===== config.mk =====
export PLATFORM = sky130hd
export DESIGN_NAME = ecf_rec_ram
export DESIGN_NICKNAME = d
export VERILOG_FILES = /design/src/ecf_rec_ram.sv
export SDC_FILE = /design/constraint.sdc
export NUM_CORES = 1
export LEC_CHECK = 0
export ABC_AREA = 1
export CAP_MARGIN = 10
export CORE_MARGIN = 2
export CORE_UTILIZATION = 25
export DETAILED_ROUTE_END_ITERATION = 10
export DONT_BUFFER_PORTS = 1
export PLACE_DENSITY = 0.49
export SLEW_MARGIN = 20
export SYNTH_ARGS = -nofsm -noshare
export SYNTH_HDL_FRONTEND = slang
export SYNTH_SLANG_ARGS = --single-unit

===== constraint.sdc =====
create_clock -name aclk -period 7.5 [get_ports aclk]
set_clock_uncertainty 0.1 [all_clocks]
set_input_delay 0.375 -clock aclk [delete_from_list [all_inputs] [get_ports aclk]]
set_output_delay 0.375 -clock aclk [all_outputs]
set_load 0.02 [all_outputs]

===== src/ecf_rec_ram.sv =====
// ----------------------------------------------------------------------------
// ecf_rec_ram
// Simple dual-port RAM, one write and one registered read port.
// ----------------------------------------------------------------------------
`default_nettype none

module ecf_rec_ram #(
    parameter int DEPTH = 8,
    parameter int WIDTH = 100
) (
    input  wire logic                     aclk,
    input  wire logic                     we,
    input  wire logic [$clog2(DEPTH)-1:0] waddr,
    input  wire logic [WIDTH-1:0]         wdata,
    input  wire logic                     re,
    input  wire logic [$clog2(DEPTH)-1:0] raddr,
    output logic      [WIDTH-1:0]         rdata
);

    logic [WIDTH-1:0] mem [DEPTH];

    always_ff @(posedge aclk) begin
        if (we) mem[waddr] <= wdata;
        if (re) rdata <= mem[raddr];
    end

endmodule

`default_nettype wire


==> flow_summary.toml, run 1 <==
[status]
run_status = "completed"

[timing]
timing_max_transition_violations_final = 0
timing.max_slew.rel_slack = 0.2987
setup_viol_count_final = 0
rsz0062_at_grt = "false"
fmax_ghz = 0.2689
finalHoldViolations = 0
fin_crit_share = 0.4959
fin_tns_setup_ns = 0
final_period_minus_worst_setup_slack_ns = 3.719
tightest_slew_ns = 1.052

[placed_design]
place_inst = 5469
gp_routability_congestion = 0.6890
detailedPlacementHpwl_um = 42500
place.port_buffers = 0

[cts]
root_buffer = "sky130_fd_sc_hd__clkbuf_16"
clk_path_buf_depth = 3
post_cts_buffers = 0
clock-sinks = 900
htreeDepth = 3
worstSkewPairLatency_ns = 0.72
cts_tree = "done"
cts_made_buffers = 104
clk_pin_slew_ns = 0.06

[global_route]
grt_first_pass_wirelength_um = 142400
number_of_antenna_violations_at_the_first_check_in_global_routing = 8
grt_busiest_layer = "met2"
grt_usage = 0.1223
gr-usage-met2 = 0.2159
final_global_route_overflow_total = 0
grt.met3_usage = 0.02081
grt_start_max_net_pins = 301
grt_util_met1 = 0.1502
first_global_vias = 21870

[setup_path]
worst-endpoint-required_ns = 7.86
timing.critical_path.cells = "clkinv_8 -> buf_4 -> nand2_1 -> nand3_1 -> dlygate4sd3_1 -> nand2_1 -> dlygate4sd3_1 -> nand2_1 -> nand2_1 -> dlygate4sd3_1"
rr_startpoint = "mem[6][35]"
max_stage_delay_ns = 0.79
critical_path_class = "in -> reg"
critical-path-top-delay-family = "buffers and inverters"
critical_path.reg2reg.endpoint = "rdata[35]"
ff_to_ff_path_depth = 9
worst_path_most_repeated_cell = "sky130_fd_sc_hd__nand2_1"
arrival_time_at_the_worst_endpoint_ns = 4.08
crit_path_max_fanout = 300
setup.reg_to_reg.worst_slack_ns = 4.79
endpoint_kind = "register"
critPathLaunchType = "input pin"
timing.critical_path.slowest_stage_cell = "sky130_fd_sc_hd__buf_4"
crit_buf_inv = 5

[pwr]
clkPwrFrac = 0.436
power_per_cell_area_nw_per_um2 = 259.0
combinationalPowerShare = 0.055
cell_internal_pwr_w = 0.008852
power.share.sequential = 0.510
power.switching_w = 0.002645
netSwitchingFraction = 0.2301
power.leakage_nw = 19.12
ir_drop_uv = 162.3

[worst_hold_path]
worst_hold_path.num_cells = 2
worst_min_delay_path_class = "in -> reg"
min_to = "rdata[22]"
hold_path.startpoint = "raddr[2]"

[die]
die_width_um = 394.6
floorplan.rows = 143
floorplan.initialDensity = 0.2514
die_height_um = 394.6
placeableCoreArea_um2 = 151700
pin_count = 209
dieArea_um2 = 155700

[detailed_routing]
drtAntennaViolNets = 0
drt_pre_antenna_iters = 7
wl_final_um = 95400
route.detailed.drc = 0
routed-via-count = 22690
detail_route.vias_per_cell = 3.926
detail_route.iter0.violations = 1160
avgRoutedWirePerCell_um = 16.50

[logic_synthesis]
synth_top_area_frac = 0.7085
avg_cell_area_syn_um2 = 10.67
synth.cell_area_um2 = 38150
ys_seq_area_frac = 0.7085
synth.lib_cells_used.distinct = 12
syn-instance-count = 3574
nets_in_the_synthesized_netlist = 3683
synth_top_cell_by_area = "sky130_fd_sc_hd__edfxtp_1"
synth.top_cells.by_area = "sky130_fd_sc_hd__edfxtp_1 71%, sky130_fd_sc_hd__nand2_1 13%, sky130_fd_sc_hd__inv_1 7.9%, sky130_fd_sc_hd__nand3_1 5.2%, sky130_fd_sc_hd__buf_6 1.1%"
ys_ff_latch = 900
yosysWarnings = 0

[final_layout]
finalCoreUtilization = 0.2926
ff_latch_area_um2 = 27030
mostFrequentLayoutCell = "sky130_fd_sc_hd__nand2_1"
fillers = 15630
post_layout_nonfiller_instances = 5780
multiInputGateArea_um2 = 6994
syn2layout_area_growth_pct = 16.39
layout-drive-gt1-share = 0.04992
layout_common_cells = "1306 x sky130_fd_sc_hd__nand2_1, 900 x sky130_fd_sc_hd__edfxtp_1, 803 x sky130_fd_sc_hd__inv_1"
num-nets-final = 3769

[run]
max-cap-violations = 0
[area by class of cell]
cell class,count,area share
well taps,2030,0.05721
inverters,806,0.06865
multi-input cells,1714,0.1575
clock inverters,62,0.01381
clock buffers,130,0.06177
repair buffers,134,0.03207
diodes,4,0.0002255
flip-flops and latches,900,0.6087
[metal layers]
layer	part of all wire	vias to the layer above
met5	0.00072	-
met4	0.024	10
met3	0.035	154
met2	0.50	331
met1	0.44	10800
li1	-	11390
[cell families (layout without fill, tap and decap cells)]
kind of cell  Yosys count  in the layout  share of synthesized area
flops                 900            900                     0.7085
other cells             0              4                          0
buf+inv               960           1132                     0.1097
simple gates         1714           1714                     0.1818
[cell usage after synthesis]
master                     count
sky130_fd_sc_hd__edfxtp_1    900
sky130_fd_sc_hd__buf_12        2
sky130_fd_sc_hd__clkbuf_1     13
sky130_fd_sc_hd__buf_4        22
sky130_fd_sc_hd__inv_6         1
sky130_fd_sc_hd__nand3_1     400
sky130_fd_sc_hd__buf_2        72
sky130_fd_sc_hd__nand2_1    1306
sky130_fd_sc_hd__buf_6        36
sky130_fd_sc_hd__buf_8         9
sky130_fd_sc_hd__nor2_1        8
sky130_fd_sc_hd__inv_1       805
[sequential cells by signal, summed over array words and instances, names as in the netlist]
name and count:
mem 800, rdata 100
[worst register-to-register path, delay by kind of cell (launching register included)]
kind	cells	cell delay [ns]
and+or+nand+nor	5	0.32
buffers and inverters	4	1.71
DFF	1	0.35
[worst max path at each step]
stage,from,endpoint,slack (ns),depth (start not counted)
after global routing,raddr[0],rdata[35],3.66,10
final,raddr[0],rdata[35],3.78,10
after CTS,raddr[0],rdata[35],3.84,10
after floorplan,waddr[0],mem[0][0],2.16,3
after detailed placement,we,mem[5][12],4.63,3
after global placement,we,mem[5][12],4.67,3
[power by group through the flow]
stage | Combinational, W | Sequential (W) | Clock (W)
3_3_place_gp | 0.000463 | 0.00597 | 0
3_5_place_dp | 0.000466 | 0.00597 | 0
6_report | 0.000627 | 0.00586 | 0.00501
4_1_cts | 0.000652 | 0.00587 | 0.00519
5_1_grt | 0.000722 | 0.00588 | 0.00537
2_1_floorplan | 0.000414 | 0.00596 | 0
[what timing repair did]
item | in CTS | in global routing
endpoints found under the hold margin | 1026 | 0
resized for setup | 0 | 0
hold buffers | 115 | 0
[stage by stage]
stage | area [um2] | hold slack (ns) | worst slack [ns] | power [W]
floorplan | 38150 | 0.3739 | 2.160 | 0.006374
global placement | 39800 | 0.3742 | 4.670 | 0.006434
detailed placement | 39800 | 0.3742 | 4.627 | 0.006439
CTS | 44390 | 0.01862 | 3.837 | 0.01171
global route | 44390 | 0.02233 | 3.658 | 0.01197
finish | 44400 | 0.03240 | 3.781 | 0.01150
Power figures use the tool's default switching activity.
==> run 2, diff against run 1 <==
- clock period: 7.5 -> 3.6 ns (I/O delays scaled with it)
==> run 2 against run 1 <==
  * Hold slack improved by 0.067 ns
  * Via count rose by 5.2%
  * Flip-flop and latch count did not move
  * Clock power rose by 110%
  * Combinational power rose to 2.5 times the previous value
  * First-iteration DRC count rose by 4.7%
  * Sequential power rose by 110%
  * Critical endpoint is now rdata[94]
  * Count of clock-buffer cells in the layout did not move
  * Power rose by 110%
  * Routed wire length rose by 3.3%
  * Critical path depth rose by 1
  * Final cell count rose by 3.3%
  * Largest power group unchanged
==> flow_summary.toml, run 2 (synthesized netlist as in run 1, its figures left out) <==
[status]
run_status = "completed"

[setup_path]
rr_startpoint = "mem[3][38]"
ff_to_ff_path_depth = 10
cp-startpoint = "raddr[0]"
timing.critical_path.cells = "clkinv_8 -> buf_12 -> nand2_1 -> nand3_1 -> dlygate4sd3_1 -> nand2_1 -> dlygate4sd3_1 -> nand2_1 -> dlygate4sd3_1 -> nand2_1 -> dlygate4sd3_1"
arrival_time_at_the_worst_endpoint_ns = 3.93
endpoint_kind = "register"
worst-endpoint-required_ns = 4.08
critical_path.reg2reg.endpoint = "rdata[38]"
crit_buf_inv = 6
crit_path_max_fanout = 200
critical-path-top-delay-family = "buffers and inverters"
setup.reg_to_reg.worst_slack_ns = 0.30
timing.critical_path.slowest_stage_cell = "sky130_fd_sc_hd__dlygate4sd3_1"
critical_path_class = "in -> reg"
crit_path_end = "rdata[94]"
max_stage_delay_ns = 0.58
critPathLaunchType = "input pin"
critical_path_cell_count = 11

[final_layout]
layout_common_cells = "1306 x sky130_fd_sc_hd__nand2_1, 900 x sky130_fd_sc_hd__edfxtp_1, 803 x sky130_fd_sc_hd__inv_1"
syn2layout_area_growth_pct = 21.81
largest-register = "mem"
post_layout_nonfiller_instances = 5970
mostFrequentLayoutCell = "sky130_fd_sc_hd__nand2_1"
num-nets-final = 3952
largest_registers = "mem: 800 flops, rdata: 100 flops"
largest_reg_flops = 800
finalInstanceArea_um2 = 46460
layout-drive-gt1-share = 0.05236

[timing]
fin_crit_share = 0.9572
timing_max_transition_violations_final = 0
layout_setup_ws_ns = 0.1540
rsz0062_at_grt = "false"
timing.max_slew.rel_slack = 0.2917
timing.hold.ws_ns = 0.09906
fin_tns_setup_ns = 0
setup_viol_count_final = 0
fmax_ghz = 0.2902
tightest_slew_ns = 1.062
final_period_minus_worst_setup_slack_ns = 3.446
finalHoldViolations = 0

[die]
die_height_um = 394.6
floorplan.initialDensity = 0.2514
placeableCoreArea_um2 = 151700
pin_count = 209
die_width_um = 394.6
dieArea_um2 = 155700
floorplan.rows = 143

[detailed_routing]
drt_pre_antenna_iters = 5
detailroute.wirelength.met3_um = 4739
routed-via-count = 23870
drtAntennaViolNets = 0
top_signal_layer_used = "met5"
avgRoutedWirePerCell_um = 16.51
route.layer.met1.wl_um = 45270
detail_route.vias_per_cell = 3.997
detail_route.iter0.violations = 1215
routed-wl-met2_um = 46390
route.detailed.drc = 0
wl_final_um = 98580

[cts]
root_buffer = "sky130_fd_sc_hd__clkbuf_16"
cts_resized = 0
clk_pin_slew_ns = 0.06
cts_made_buffers = 104
clk_path_buf_depth = 3
clock-sinks = 900
cts_tree = "done"
worstSkewPairLatency_ns = 0.72
htreeDepth = 3

[placed_design]
dpl-instance-area_um2 = 40190
detailedPlacementHpwl_um = 45120
preCtsSetupSlack_ns = 1.372
place.port_buffers = 0
gp_routability_congestion = 0.6978
place_inst = 5491

[global_route]
final_global_route_overflow_total = 0
grt_first_pass_wirelength_um = 148700
number_of_antenna_violations_at_the_first_check_in_global_routing = 13
grt_usage = 0.1265
grt_start_max_net_pins = 201
first_global_vias = 23220

[pwr]
power_per_cell_area_nw_per_um2 = 523.8
ir_drop_uv = 385.2
power.leakage_nw = 19.94

[worst_hold_path]
worst_min_delay_path_class = "in -> reg"

[run]
max-cap-violations = 0
## run 2: metal layers
metal | track usage | vias up
met5 | 0 | -
met4 | 0.04001 | 12
met3 | 0.02709 | 160
met2 | 0.2094 | 422
met1 | 0.1649 | 11510
li1 | - | 11760
## run 2: worst min-delay path: stages
cell,delay (ns)
sky130_fd_sc_hd__buf_16,0.25
sky130_fd_sc_hd__nand2_1,0.17
sky130_fd_sc_hd__nand2_1,0.09
## run 2: area by class of cell
type | count | area (um2)
Antenna cell | 6 | 15.01
Tap cell | 2030 | 2540
Clock buffer | 130 | 2764
Multi-Input combinational cell | 1714 | 6994
Timing Repair Buffer | 317 | 3443
Sequential cell | 900 | 27030
Fill cell | 15580 | 105300
Clock inverter | 67 | 636.9
Inverter | 806 | 3045
## run 2: how the worst min path moves through the flow
stage	endpoint	slack, ns	startpoint	depth (start not counted)
finish	rdata[52]	0.1	raddr[2]	3
detailed placement	mem[0][7]	0.18	wdata[7]	0
CTS	rdata[70]	0.03	raddr[0]	6
global placement	mem[7][30]	0.18	wdata[30]	0
floorplan	mem[0][0]	0.18	wdata[0]	0
global route	rdata[57]	0.08	raddr[2]	3
## run 2: timing repair
action	CTS	global route
endpoints found under the hold margin	1113	0
setup buffers	0	0
hold buffers	275	0
## run 2: report_power, final
group | internal [W] | leakage (nW) | switching (W)
Sequential | 0.0120 | 8.26 | 0.000239
Clock | 0.00617 | 1.66 | 0.00438
Combinational | 0.000587 | 10.0 | 0.000982
Total | 0.0187 | 19.9 | 0.00560
## run 2: stage by stage
step	total power [W]	utilization
finish	0.02434	0.3062
global route	0.02531	0.3062
CTS	0.02472	0.3060
detailed placement	0.01345	0.2649
global placement	0.01345	0.2649
floorplan	0.01328	-
